**src/hdl/trapezoid_peak_utility_assert.svh**
```systemverilog
// assertion macros for the trapezoid peak utility block
`ifndef TRAPEZOID_PEAK_UTILITY_ASSERT_SVH
`define TRAPEZOID_PEAK_UTILITY_ASSERT_SVH
`ifndef SYNTH
// same-cycle implication, clocked on clk, off during reset
`define TPU_ASSERT_IMP(label, ante, cons) \
    label: assert property (@(posedge clk) disable iff (!rst_n) (ante) |-> (cons)) \
        else $error("trapezoid_peak_utility: assertion failed");
// next-cycle implication, clocked on clk, off during reset
`define TPU_ASSERT_NEXT(label, ante, cons) \
    label: assert property (@(posedge clk) disable iff (!rst_n) (ante) |=> (cons)) \
        else $error("trapezoid_peak_utility: assertion failed");
`else
`define TPU_ASSERT_IMP(label, ante, cons)
`define TPU_ASSERT_NEXT(label, ante, cons)
`endif
`endif

```
**src/hdl/tpu_pkg.sv**
```systemverilog
package tpu_pkg;

    localparam int TPU_FRACTION_BITS = 8;
    localparam int TPU_MAX_POINTS    = 1024;

    localparam int TPU_IDX_W     = 10;
    localparam int TPU_CFG_W     = 11;
    localparam int TPU_CFG_IDX_W = 3;
    localparam int TPU_DROP_W    = 7;
    localparam int TPU_HI_W      = 11;
    localparam int TPU_DEN_W     = 10;
    localparam int TPU_NUM_W     = 17;
    localparam int TPU_FULL_W    = 7;
    localparam int TPU_UTIL_W    = 15;
    localparam int TPU_SEG_W     = 3;

    localparam logic [TPU_DROP_W-1:0] TPU_FULL_UTIL = 7'd100;
    localparam logic [TPU_HI_W-1:0]   TPU_N_MIN     = 11'd2;
    localparam logic [TPU_HI_W-1:0]   TPU_N_RESET   = 11'd1024;
    localparam logic [TPU_HI_W-1:0]   TPU_N_CAP     =
        (TPU_MAX_POINTS > 2047) ? 11'd2047 : TPU_HI_W'(TPU_MAX_POINTS);

    // configuration register indexes
    localparam logic [TPU_CFG_IDX_W-1:0] REG_SUMMIT_POINT       = 3'd0;
    localparam logic [TPU_CFG_IDX_W-1:0] REG_PLATEAU_HALF_WIDTH = 3'd1;
    localparam logic [TPU_CFG_IDX_W-1:0] REG_BASE_RAMP_WIDTH    = 3'd2;
    localparam logic [TPU_CFG_IDX_W-1:0] REG_SUMMIT_DROP        = 3'd3;
    localparam logic [TPU_CFG_IDX_W-1:0] REG_POINTS_IN_USE      = 3'd4;

    // segment codes
    localparam logic [TPU_SEG_W-1:0] SEG_LOW_ZERO  = 3'd0;
    localparam logic [TPU_SEG_W-1:0] SEG_RAMP_UP   = 3'd1;
    localparam logic [TPU_SEG_W-1:0] SEG_RISE      = 3'd2;
    localparam logic [TPU_SEG_W-1:0] SEG_SUMMIT    = 3'd3;
    localparam logic [TPU_SEG_W-1:0] SEG_FALL      = 3'd4;
    localparam logic [TPU_SEG_W-1:0] SEG_RAMP_DOWN = 3'd5;
    localparam logic [TPU_SEG_W-1:0] SEG_HIGH_ZERO = 3'd6;

    typedef struct packed {
        logic [TPU_SEG_W-1:0] seg;
        logic                 shape_valid;
    } tpu_tag_t;

endpackage

```
**src/hdl/tpu_div_pipe.sv**
```systemverilog
module tpu_div_pipe
    import tpu_pkg::*;
#(
    parameter int FRACTION_BITS = TPU_FRACTION_BITS
)
(
    input  logic                              clk,
    input  logic                              rst_n,
    input  logic                              in_valid,
    input  logic [TPU_NUM_W-1:0]              in_num,
    input  logic [TPU_DEN_W-1:0]              in_den,
    input  tpu_tag_t                          in_tag,
    output logic                              out_valid,
    output logic [TPU_FULL_W+FRACTION_BITS-1:0] out_quot,
    output tpu_tag_t                          out_tag
);

    localparam int QW = TPU_FULL_W + FRACTION_BITS;

    logic                 valid_reg [QW];
    logic [TPU_DEN_W-1:0] rem_reg   [QW];
    logic [QW-1:0]        lo_reg    [QW];
    logic [QW-1:0]        q_reg     [QW];
    logic [TPU_DEN_W-1:0] den_reg   [QW];
    tpu_tag_t             tag_reg   [QW];

    // one quotient bit per stage, restoring form; quotient fits QW bits
    for (genvar k = 0; k < QW; k++)
    begin : g_stage
        logic                 v_in;
        logic [TPU_DEN_W-1:0] rem_in;
        logic [QW-1:0]        lo_in;
        logic [QW-1:0]        q_in;
        logic [TPU_DEN_W-1:0] den_in;
        tpu_tag_t             tag_in;
        logic [TPU_DEN_W:0]   trial;
        logic                 ge;

        if (k == 0)
        begin : g_first
            assign v_in   = in_valid;
            assign rem_in = in_num[TPU_NUM_W-1:TPU_FULL_W];
            assign lo_in  = QW'(in_num[TPU_FULL_W-1:0]) << FRACTION_BITS;
            assign q_in   = '0;
            assign den_in = in_den;
            assign tag_in = in_tag;
        end
        else
        begin : g_rest
            assign v_in   = valid_reg[k-1];
            assign rem_in = rem_reg[k-1];
            assign lo_in  = lo_reg[k-1];
            assign q_in   = q_reg[k-1];
            assign den_in = den_reg[k-1];
            assign tag_in = tag_reg[k-1];
        end

        assign trial = {rem_in, lo_in[QW-1]};
        assign ge    = trial >= {1'b0, den_in};

        always_ff @(posedge clk or negedge rst_n)
        begin
            if (!rst_n)
            begin
                valid_reg[k] <= 1'b0;
            end
            else
            begin
                valid_reg[k] <= v_in;
            end
        end

        always_ff @(posedge clk)
        begin
            rem_reg[k] <= ge ? TPU_DEN_W'(trial - {1'b0, den_in}) : trial[TPU_DEN_W-1:0];
            lo_reg[k]  <= lo_in << 1;
            q_reg[k]   <= {q_in[QW-2:0], ge};
            den_reg[k] <= den_in;
            tag_reg[k] <= tag_in;
        end
    end

    assign out_valid = valid_reg[QW-1];
    assign out_quot  = q_reg[QW-1];
    assign out_tag   = tag_reg[QW-1];

endmodule

```
**src/hdl/trapezoid_peak_utility.sv**
```systemverilog
// Evaluates the trapezoidal peak utility at one point index per clock. An item is taken
// whenever start is high (busy is always low), and its result appears on utility, segment
// and shape_valid with done high for one cycle, in start order; the receiver cannot stall,
// so results must be taken when done is high. Each item passes through five stages of shape
// decode, classification and multiply and then the pipelined restoring divider, one
// quotient bit per stage. Register writes through cfg_we/cfg_index/cfg_data apply to items
// started on or after the write edge and must not be made while items are still in flight.
`include "trapezoid_peak_utility_assert.svh"

module trapezoid_peak_utility
    import tpu_pkg::*;
#(
    parameter int FRACTION_BITS = TPU_FRACTION_BITS
)
(
    input  logic                     clk,
    input  logic                     rst_n,
    input  logic                     start,
    output logic                     busy,
    input  logic [TPU_IDX_W-1:0]     point_index,
    output logic                     done,
    output logic [TPU_UTIL_W-1:0]    utility,
    output logic [TPU_SEG_W-1:0]     segment,
    output logic                     shape_valid,
    input  logic                     cfg_we,
    input  logic [TPU_CFG_IDX_W-1:0] cfg_index,
    input  logic [TPU_CFG_W-1:0]     cfg_data
);

    localparam int QW      = TPU_FULL_W + FRACTION_BITS;
    localparam int LATENCY = 5 + QW;
    localparam logic [TPU_UTIL_W-1:0] UTIL_SUMMIT =
        TPU_UTIL_W'(int'(TPU_FULL_UTIL) << FRACTION_BITS);

    typedef struct packed {
        logic [TPU_HI_W-1:0]   hi;
        logic [TPU_IDX_W-1:0]  platlow;
        logic [TPU_HI_W-1:0]   plathigh;
        logic [TPU_IDX_W-1:0]  sum;
        logic [TPU_IDX_W-1:0]  swlo;
        logic                  svalid;
        logic [TPU_DROP_W-1:0] drop;
        logic [TPU_DROP_W-1:0] plat;
        logic [TPU_IDX_W-1:0]  s;
        logic [TPU_IDX_W-1:0]  w;
        logic [TPU_IDX_W-1:0]  b;
    } shape_a_t;

    typedef struct packed {
        logic [TPU_HI_W-1:0]   hi;
        logic [TPU_IDX_W-1:0]  baselow;
        logic [TPU_IDX_W-1:0]  platlow;
        logic [TPU_HI_W-1:0]   plathigh;
        logic [TPU_HI_W-1:0]   basehigh;
        logic [TPU_IDX_W-1:0]  s;
        logic [TPU_IDX_W-1:0]  sum;
        logic [TPU_IDX_W-1:0]  swlo;
        logic [TPU_IDX_W-1:0]  c1;
        logic [TPU_IDX_W-1:0]  e5;
        logic [TPU_NUM_W-1:0]  platw;
        logic [TPU_DROP_W-1:0] plat;
        logic [TPU_DROP_W-1:0] drop;
        logic [TPU_IDX_W-1:0]  w;
        logic [TPU_IDX_W-1:0]  b;
        logic                  svalid;
    } shape_b_t;

    typedef struct packed {
        tpu_tag_t              tag;
        logic [TPU_DROP_W-1:0] coef;
        logic [TPU_IDX_W-1:0]  m;
        logic                  use_base;
        logic [TPU_NUM_W-1:0]  platw;
        logic [TPU_DEN_W-1:0]  den;
    } cls_t;

    logic [TPU_IDX_W-1:0]  summit_reg;
    logic [TPU_IDX_W-1:0]  phw_reg;
    logic [TPU_IDX_W-1:0]  brw_reg;
    logic [TPU_DROP_W-1:0] drop_reg;
    logic [TPU_HI_W-1:0]   pts_reg;

    shape_a_t a_next, a_reg;
    shape_b_t b_next, b_reg;
    cls_t     cls_next, cls_reg;

    logic                 v1_reg, v2_reg, v3_reg, v4_reg, v5_reg;
    logic [TPU_IDX_W-1:0] x1_reg, x2_reg, x3_reg;
    logic [TPU_NUM_W-1:0] num_next, num_reg;
    logic [TPU_DEN_W-1:0] den_reg;
    tpu_tag_t             tag_reg;

    logic [TPU_HI_W-1:0]  n_lo;
    logic [TPU_HI_W-1:0]  n_eff;
    logic [TPU_HI_W-1:0]  sw_sum;
    logic [TPU_HI_W:0]    pb_sum;
    logic                 accept;

    logic                 div_valid;
    logic [QW-1:0]        div_quot;
    tpu_tag_t             div_tag;

    assign busy   = 1'b0;
    assign accept = start && !busy;

    // configuration registers
    always_ff @(posedge clk or negedge rst_n)
    begin
        if (!rst_n)
        begin
            summit_reg <= '0;
            phw_reg    <= '0;
            brw_reg    <= '0;
            drop_reg   <= '0;
            pts_reg    <= TPU_N_RESET;
        end
        else if (cfg_we)
        begin
            case (cfg_index)
                REG_SUMMIT_POINT:       summit_reg <= cfg_data[TPU_IDX_W-1:0];
                REG_PLATEAU_HALF_WIDTH: phw_reg    <= cfg_data[TPU_IDX_W-1:0];
                REG_BASE_RAMP_WIDTH:    brw_reg    <= cfg_data[TPU_IDX_W-1:0];
                REG_SUMMIT_DROP:        drop_reg   <= cfg_data[TPU_DROP_W-1:0];
                REG_POINTS_IN_USE:      pts_reg    <= cfg_data;
                default: ;
            endcase
        end
    end

    // shape decode, first half: domain top and plateau edges
    always_comb
    begin
        n_lo   = (pts_reg < TPU_N_MIN) ? TPU_N_MIN : pts_reg;
        n_eff  = (n_lo > TPU_N_CAP) ? TPU_N_CAP : n_lo;
        sw_sum = {1'b0, summit_reg} + {1'b0, phw_reg};

        a_next.hi       = n_eff - 11'd1;
        a_next.platlow  = (summit_reg > phw_reg) ? summit_reg - phw_reg : '0;
        a_next.plathigh = (sw_sum < a_next.hi) ? sw_sum : a_next.hi;
        a_next.sum      = sw_sum[TPU_IDX_W-1:0];
        a_next.swlo     = summit_reg - phw_reg;
        a_next.svalid   = {1'b0, summit_reg} <= a_next.hi;
        a_next.drop     = (drop_reg > TPU_FULL_UTIL) ? TPU_FULL_UTIL : drop_reg;
        a_next.plat     = TPU_FULL_UTIL - a_next.drop;
        a_next.s        = summit_reg;
        a_next.w        = phw_reg;
        a_next.b        = brw_reg;
    end

    // shape decode, second half: base edges and ramp offsets
    always_comb
    begin
        pb_sum = {1'b0, a_reg.plathigh} + {2'b0, a_reg.b};

        b_next.hi       = a_reg.hi;
        b_next.baselow  = (a_reg.platlow > a_reg.b) ? a_reg.platlow - a_reg.b : '0;
        b_next.platlow  = a_reg.platlow;
        b_next.plathigh = a_reg.plathigh;
        b_next.basehigh = (pb_sum < {1'b0, a_reg.hi}) ? pb_sum[TPU_HI_W-1:0] : a_reg.hi;
        b_next.s        = a_reg.s;
        b_next.sum      = a_reg.sum;
        b_next.swlo     = a_reg.swlo;
        b_next.c1       = a_reg.b - a_reg.platlow;
        b_next.e5       = a_reg.plathigh[TPU_IDX_W-1:0] + a_reg.b;
        b_next.platw    = TPU_NUM_W'(a_reg.plat) * TPU_NUM_W'(a_reg.w);
        b_next.plat     = a_reg.plat;
        b_next.drop     = a_reg.drop;
        b_next.w        = a_reg.w;
        b_next.b        = a_reg.b;
        b_next.svalid   = a_reg.svalid;
    end

    always_ff @(posedge clk)
    begin
        a_reg <= a_next;
        b_reg <= b_next;
    end

    // segment select and ratio operands; offsets wrap in 10 bits but land in range
    always_comb
    begin
        cls_next.tag.seg         = SEG_LOW_ZERO;
        cls_next.tag.shape_valid = b_reg.svalid;
        cls_next.coef            = '0;
        cls_next.m               = '0;
        cls_next.use_base        = 1'b0;
        cls_next.platw           = b_reg.platw;
        cls_next.den             = TPU_DEN_W'(1);

        if (!b_reg.svalid)
        begin
            cls_next.tag.seg = SEG_LOW_ZERO;
        end
        else if ({1'b0, x3_reg} > b_reg.hi)
        begin
            cls_next.tag.seg = SEG_HIGH_ZERO;
        end
        else if (x3_reg < b_reg.baselow)
        begin
            cls_next.tag.seg = SEG_LOW_ZERO;
        end
        else if (x3_reg < b_reg.platlow)
        begin
            cls_next.tag.seg = SEG_RAMP_UP;
            cls_next.coef    = b_reg.plat;
            cls_next.m       = x3_reg + b_reg.c1;
            cls_next.den     = b_reg.b;
        end
        else if (x3_reg < b_reg.s)
        begin
            cls_next.tag.seg  = SEG_RISE;
            cls_next.coef     = b_reg.drop;
            cls_next.m        = x3_reg - b_reg.swlo;
            cls_next.use_base = 1'b1;
            cls_next.den      = b_reg.w;
        end
        else if (x3_reg == b_reg.s)
        begin
            cls_next.tag.seg = SEG_SUMMIT;
            cls_next.coef    = TPU_FULL_UTIL;
            cls_next.m       = TPU_IDX_W'(1);
        end
        else if ({1'b0, x3_reg} <= b_reg.plathigh)
        begin
            cls_next.tag.seg  = SEG_FALL;
            cls_next.coef     = b_reg.drop;
            cls_next.m        = b_reg.sum - x3_reg;
            cls_next.use_base = 1'b1;
            cls_next.den      = b_reg.w;
        end
        else if ({1'b0, x3_reg} <= b_reg.basehigh)
        begin
            cls_next.tag.seg = SEG_RAMP_DOWN;
            cls_next.coef    = b_reg.plat;
            cls_next.m       = b_reg.e5 - x3_reg;
            cls_next.den     = b_reg.b;
        end
        else
        begin
            cls_next.tag.seg = SEG_HIGH_ZERO;
        end
    end

    assign num_next = (cls_reg.use_base ? cls_reg.platw : '0)
                    + TPU_NUM_W'(cls_reg.coef) * TPU_NUM_W'(cls_reg.m);

    // item valid bits; index delayed so the shape decode has settled
    always_ff @(posedge clk or negedge rst_n)
    begin
        if (!rst_n)
        begin
            v1_reg <= 1'b0;
            v2_reg <= 1'b0;
            v3_reg <= 1'b0;
            v4_reg <= 1'b0;
            v5_reg <= 1'b0;
        end
        else
        begin
            v1_reg <= accept;
            v2_reg <= v1_reg;
            v3_reg <= v2_reg;
            v4_reg <= v3_reg;
            v5_reg <= v4_reg;
        end
    end

    always_ff @(posedge clk)
    begin
        x1_reg  <= point_index;
        x2_reg  <= x1_reg;
        x3_reg  <= x2_reg;
        cls_reg <= cls_next;
        num_reg <= num_next;
        den_reg <= cls_reg.den;
        tag_reg <= cls_reg.tag;
    end

    tpu_div_pipe #(
        .FRACTION_BITS (FRACTION_BITS)
    ) u_div (
        .clk       (clk),
        .rst_n     (rst_n),
        .in_valid  (v5_reg),
        .in_num    (num_reg),
        .in_den    (den_reg),
        .in_tag    (tag_reg),
        .out_valid (div_valid),
        .out_quot  (div_quot),
        .out_tag   (div_tag)
    );

    assign done        = div_valid;
    assign utility     = TPU_UTIL_W'(div_quot);
    assign segment     = div_tag.seg;
    assign shape_valid = div_tag.shape_valid;

    `TPU_ASSERT_NEXT(a_fixed_latency, start && !busy, ##(LATENCY-1) done)
    `TPU_ASSERT_IMP(a_no_shape_zero, done && !shape_valid, segment == SEG_LOW_ZERO && utility == '0)
    `TPU_ASSERT_IMP(a_summit_full, done && segment == SEG_SUMMIT, utility == UTIL_SUMMIT)
    `TPU_ASSERT_IMP(a_outside_zero, done && (segment == SEG_LOW_ZERO || segment == SEG_HIGH_ZERO), utility == '0)

endmodule

```
**config.mk**
```make
export PLATFORM = sky130hd
export DESIGN_NAME = trapezoid_peak_utility
export DESIGN_NICKNAME = d
export VERILOG_FILES = /design/src/hdl/tpu_pkg.sv /design/src/hdl/tpu_div_pipe.sv /design/src/hdl/trapezoid_peak_utility.sv
export VERILOG_INCLUDE_DIRS = /design/src /design/src/hdl
export SDC_FILE = /design/constraint.sdc
export NUM_CORES = 2
export LEC_CHECK = 0
export ABC_AREA = 1
export BUFFER_PORTS_ARGS = -buffer_cell sky130_fd_sc_hd__buf_2
export CAP_MARGIN = 10
export CELL_PAD_IN_SITES_DETAIL_PLACEMENT = 2
export CELL_PAD_IN_SITES_GLOBAL_PLACEMENT = 2
export CORE_UTILIZATION = 33
export CTS_BUF_LIST = sky130_fd_sc_hd__clkbuf_4 sky130_fd_sc_hd__clkbuf_8 sky130_fd_sc_hd__clkbuf_16
export DETAILED_ROUTE_END_ITERATION = 10
export PLACE_DENSITY_LB_ADDON = 0.1
export SYNTH_ARGS = -nofsm -noshare
export SYNTH_HDL_FRONTEND = slang
export SYNTH_HIERARCHICAL = 1
export SYNTH_SLANG_ARGS = --single-unit
```
**constraint.sdc**
```tcl
create_clock -name clk -period 5.1 [get_ports clk]
set_input_delay 0.51 -clock clk [delete_from_list [all_inputs] [get_ports clk]]
set_output_delay 0.51 -clock clk [all_outputs]
set_load 0.05 [all_outputs]
```
# Yosys cells after proc, flatten, opt, wreduce, memory -nomap -nowiden
# Memory sizes are Yosys's and may differ from the RTL's.
# Cells that the tools add are included.
[word_totals]
elab_cells = 185
mem_bits_rw = 795
ff_bits = 430
rom_bits = 0
latch_bits = 0
mem_count = 5
inputBits = 28
[mem_list]
columns = ["name", "words", "width", "read_ports", "rd_ports_with_merged_regs", "write_ports", "line_no", "source"]
rows = [
  ["u_div.q_reg", 15, 15, 15, 0, 15, "tpu_div_pipe.sv:23", "logic [QW-1:0] q_reg [QW];"],
  ["u_div.lo_reg", 15, 14, 14, 0, 15, "tpu_div_pipe.sv:22", "logic [QW-1:0] lo_reg [QW];"],
  ["u_div.den_reg", 15, 10, 14, 0, 15, "tpu_div_pipe.sv:24", "logic [TPU_DEN_W-1:0] den_reg [QW];"],
  ["u_div.rem_reg", 15, 10, 14, 0, 15, "tpu_div_pipe.sv:21", "logic [TPU_DEN_W-1:0] rem_reg [QW];"],
  ["u_div.tag_reg", 15, 4, 15, 0, 15, "tpu_div_pipe.sv:25", "tpu_tag_t tag_reg [QW];"],
]
[classes]
n_eq_ne = 5
add_sub_neg = 28
n_mux = 40
multipliers = 2
n_reduce_logical = 8
div = 0
magnitude_cmp = 29
n_bitwise = 1
shift = 0
[op_table]
columns = ["operator", "count"]
rows = [
  ["$sub 10x10->10", 21],
  ["$mux 10", 20],
  ["$ge 11x10->1", 15],
  ["$mux 17", 5],
  ["$mux 11", 4],
  ["$mul 7x10->17", 2],
  ["$le 10x11->1", 3],
  ["$lt 10x10->1", 3],
  ["$add 10x10->10", 2],
  ["$gt 10x10->1", 2],
  ["$mux 18", 1],
  ["$mux 3", 6],
  ["$add 17x17->17", 1],
  ["$add 11x10->12", 1],
  ["$lt 12x11->1", 1],
  ["$add 10x10->11", 1],
  ["$gt 10x11->1", 1],
  ["$gt 11x11->1 const B", 1],
  ["$lt 11x11->1", 1],
  ["$lt 11x2->1 const B", 1],
  ["$sub 11x1->11 const B", 1],
  ["$eq 10x10->1", 1],
  ["$reduce_and 2->1", 5],
  ["$gt 7x7->1 const B", 1],
  ["11 further kinds", 13],
]

# Depth between registers and ports, before layout
[logic_depth]
depth_word = 8
ltp_mapped = 25
ltp_nobuf = 23

# Modules after synthesis
# Netlist, hierarchy kept.
[by_module_without_submodules]
columns = ["module", "instances", "cells_each", "area_each_um2", "seq_area_each_um2"]
rows = [
  ["trapezoid_peak_utility", 1, 2524, 21680.8, 8494.4],
  ["tpu_div_pipe", 1, 2427, 20335.8, 10004.6],
]

# Worst setup path before layout
# No wires, ideal clock.
[synth_path]
path_kind = "flip-flop to flip-flop"
startpoint = "reg a_reg[36] in the netlist's numbering"
endpoint = "reg b_reg[50] in the netlist's numbering"
setup_slack_ns = 0.677
arrival_ns = 4.351
stages_incl_launch_ff = 19
path_buffers = 1
path_cell_list = "dfxtp_1 > clkbuf_1 > nand2_1 > fa_1 > fa_1 > fa_1 > inv_1 > fa_1 > ha_1 > a21oi_1 > inv_1 > a31oi_1 > o21ai_0 > a21boi_0 > o21ai_0 > nand2_1 > a21oi_1 > nor2_1 > xor2_1"
[synth_rtl]
columns = ["element", "line_no", "source"]
rows = [
  ["from (decl)", "trapezoid_peak_utility.sv:83", "shape_a_t a_next, a_reg;"],
  ["from (signal assigned)", "trapezoid_peak_utility.sv:175", "a_reg <= a_next;"],
  ["to (signal assigned)", "trapezoid_peak_utility.sv:176", "b_reg <= b_next;"],
  ["to (decl)", "trapezoid_peak_utility.sv:84", "shape_b_t b_next, b_reg;"],
]

==> run metrics <==
worst setup path class=flip-flop to flip-flop; Worst path max stage delay=0.55 ns; Final Hold Vio Count=0; Seq cells post-synth=907; Worst Skew=0.0233 ns; crit-path cells=nand2_1 -> inv_1 -> fa_1 -> inv_1 -> fa_1 -> fa_1 -> inv_1 -> fa_1 -> ha_1 -> a21oi_1 -> inv_1 -> a31oi_1 -> o21ai_0 -> a21boi_0 -> o21ai_0 -> nand2_1 -> a21oi_1 -> nor2_1 -> xor2_1; sequential area share after synthesis=44.0%; hold path start=cfg_data[9]; All-Layer GR Usage=19.2%; Crit. End Element=flip-flop; H-tree depth=3; Mean Syn Cell Area=8.49 um2; dpl cells=6615; Post-synth ARST share=7.50%; Post-synth top cells=nand2_1, inv_1, dfxtp_1; vias=31426; Gate Count Post-Synth=4951; Slew headroom=40.1%; Cell Area, Synth=0.0420 mm2; count of different cell masters after synthesis=64; Root Buffer=clkbuf_16; WP data required=5.72 ns; DRC Markers=0; DPL Wire Length=96.2 mm; DIE AREA=0.129 mm2; MaxCap Viol Count=0; DRT Pass-1 Iters=5; first-pass GRT wire length=196 mm; GPL Wtd Cong=0.807; # nets final=5615; unrepaired setup endpoints after global routing=false; dominant synthesized flop cell=dfxtp_1; final setup fails=0; Post-synth EDFFs=0; clock-pin slew on the worst setup and hold paths=0.06 ns; maximum clock rate=211 MHz; crit path launch type=flip-flop; worst r2r src=a_reg[14]; core footprint=0.126 mm2; Rows=130; Post-Syn Nets=5482; Final Max Slew Viols=0; max FFs per register=153; vias per cell=4.61; number of global-route vias before repair=34932; CTS Sinks=907; IO buf count=47; Ports=49; Routed Antenna Nets=0; TNS Setup=0 ns; delay-heaviest family, CP=adder cells; antenna violations before repair=3; Finished Layout Cells=6822; main area contributors after synthesis=dfxtp_1, ha_1, nand2_1; postcts setup bufs=0; largest net degree at the start of global routing=69; status=complete, no violations; crit path max fanout=8; Synth area leader=dfxtp_1; slowest CP cell=fa_1; TritonCTS clock tree=done; CP arrival=5.36 ns; drt wl/cell=17.8 um; Die Y=359 um; slew at the pin closest to its max-slew limit=0.899 ns; Die X=359 um; Num CTS Buffers=104; Critical Path Start=a_reg[14]; Buf+Inv Stages, Crit Path=4; Final period util=92.9%; GR Overflow Total=0; layout cells sized above 1=9.24%; fin crit period=4.74 ns; Starting Density=33.4%; Worst-Skew Late Latency=0.71 ns; diode count=0; final wirelength=122 mm; CTS max path bufs=3; YS warnings=6; First DRT Iteration DRCs=916; share of the synthesized area in the top cell type=40.0%; count leader, synth=nand2_1; Layout area overhead=14.3%; worst min-delay path class=primary input to flip-flop
[worst min-delay path, delay by kind of cell]
| family | cells | cell delay (ns) |
|---|---|---|
| buffers and inverters | 2 | 0.14 |
| AO/OA/AOI/OAI | 1 | 0.16 |
[logic make-up (layout without fill, tap and decap cells)]
group,after synthesis,in the layout,synth area share [%]
flops,907,907,44.0
fa+ha+maj,503,503,17.1
xor+xnor,133,133,2.77
buf+inv,961,1182,9.04
compound gates,495,495,6.64
simple gates,1951,1951,20.5
other cells,1,1,0.00893
[cell type report]
type                    count  area (um2)
fillers                 14126       77900
multi-input cells        3083       19700
flip-flops and latches    907       18500
inverters                 886        3330
clock buffers             134        3000
well taps                1650        2060
clock inverters            60         727
repair buffers            102         681
[cell usage in the layout (no fill, tap or decap), types with 9 or more instances in the layout]
master,netlist,final
a21oi_1,223,223
a22o_1,13,13
a31oi_1,23,23
buf_2,9,47
buf_4,2,42
bufinv_16,0,13
clkbuf_16,0,110
clkbuf_4,0,13
clkbuf_8,0,11
clkinv_2,0,17
clkinvlp_4,0,15
dfrtp_1,67,67
dfxtp_1,839,838
dlygate4sd3_1,0,13
fa_1,116,116
ha_1,387,387
inv_1,850,850
inv_2,32,32
nand2_1,1290,1290
nand2_2,59,59
nand2_4,12,12
nand3_1,210,210
nand3_2,55,55
nand3b_1,23,23
nand4_1,31,31
nor2_1,193,193
nor3_1,26,26
o21ai_0,150,149
o21bai_1,23,23
o31ai_1,9,9
xnor2_1,23,23
xor2_1,110,110
[worst paths after layout]
check	to	slack [ns]	cells after the start
hold reg to reg	u_div/tag_reg[0][31]	0.32	0
min in group asynchronous	u_div/g_stage[2].v_in	0.54	3
setup / recovery	b_reg[50]	0.36	19
hold / removal	pts_reg[9]	0.15	3
max in group asynchronous	drop_reg[2]	3.96	3
setup reg to reg	b_reg[50]	0.36	19
[layer usage]
layer | wire, um | GRT usage (%) | vias to the layer above
li1 | - | - | 15707
met4 | 3120 | 5.93 | 0
met3 | 2530 | 2.19 | 138
met5 | 0 | 0 | -
met1 | 53800 | 23.4 | 15367
met2 | 62100 | 35.3 | 214
[per-stage QoR]
step	cell area, um2	util [%]	hold WS (ns)	setup WS [ns]
floorplan	42000	-	0.214	0.677
global placement	44200	35.1	0.310	0.465
detailed placement	44200	35.1	0.313	0.297
CTS	48000	38.1	0.0959	0.268
global route	48000	38.1	0.145	0.0000591
finish	48000	38.1	0.150	0.362
[timing repair]
action	in CTS	in global routing
endpoints found under the hold margin	36	0
hold buffers	13	0
setup endpoints to repair	0	2
resized for setup	0	2
Power is left out: the tool's default activity adds up to more than one toggle a clock period on the data nets, which glitch-free logic cannot reach.
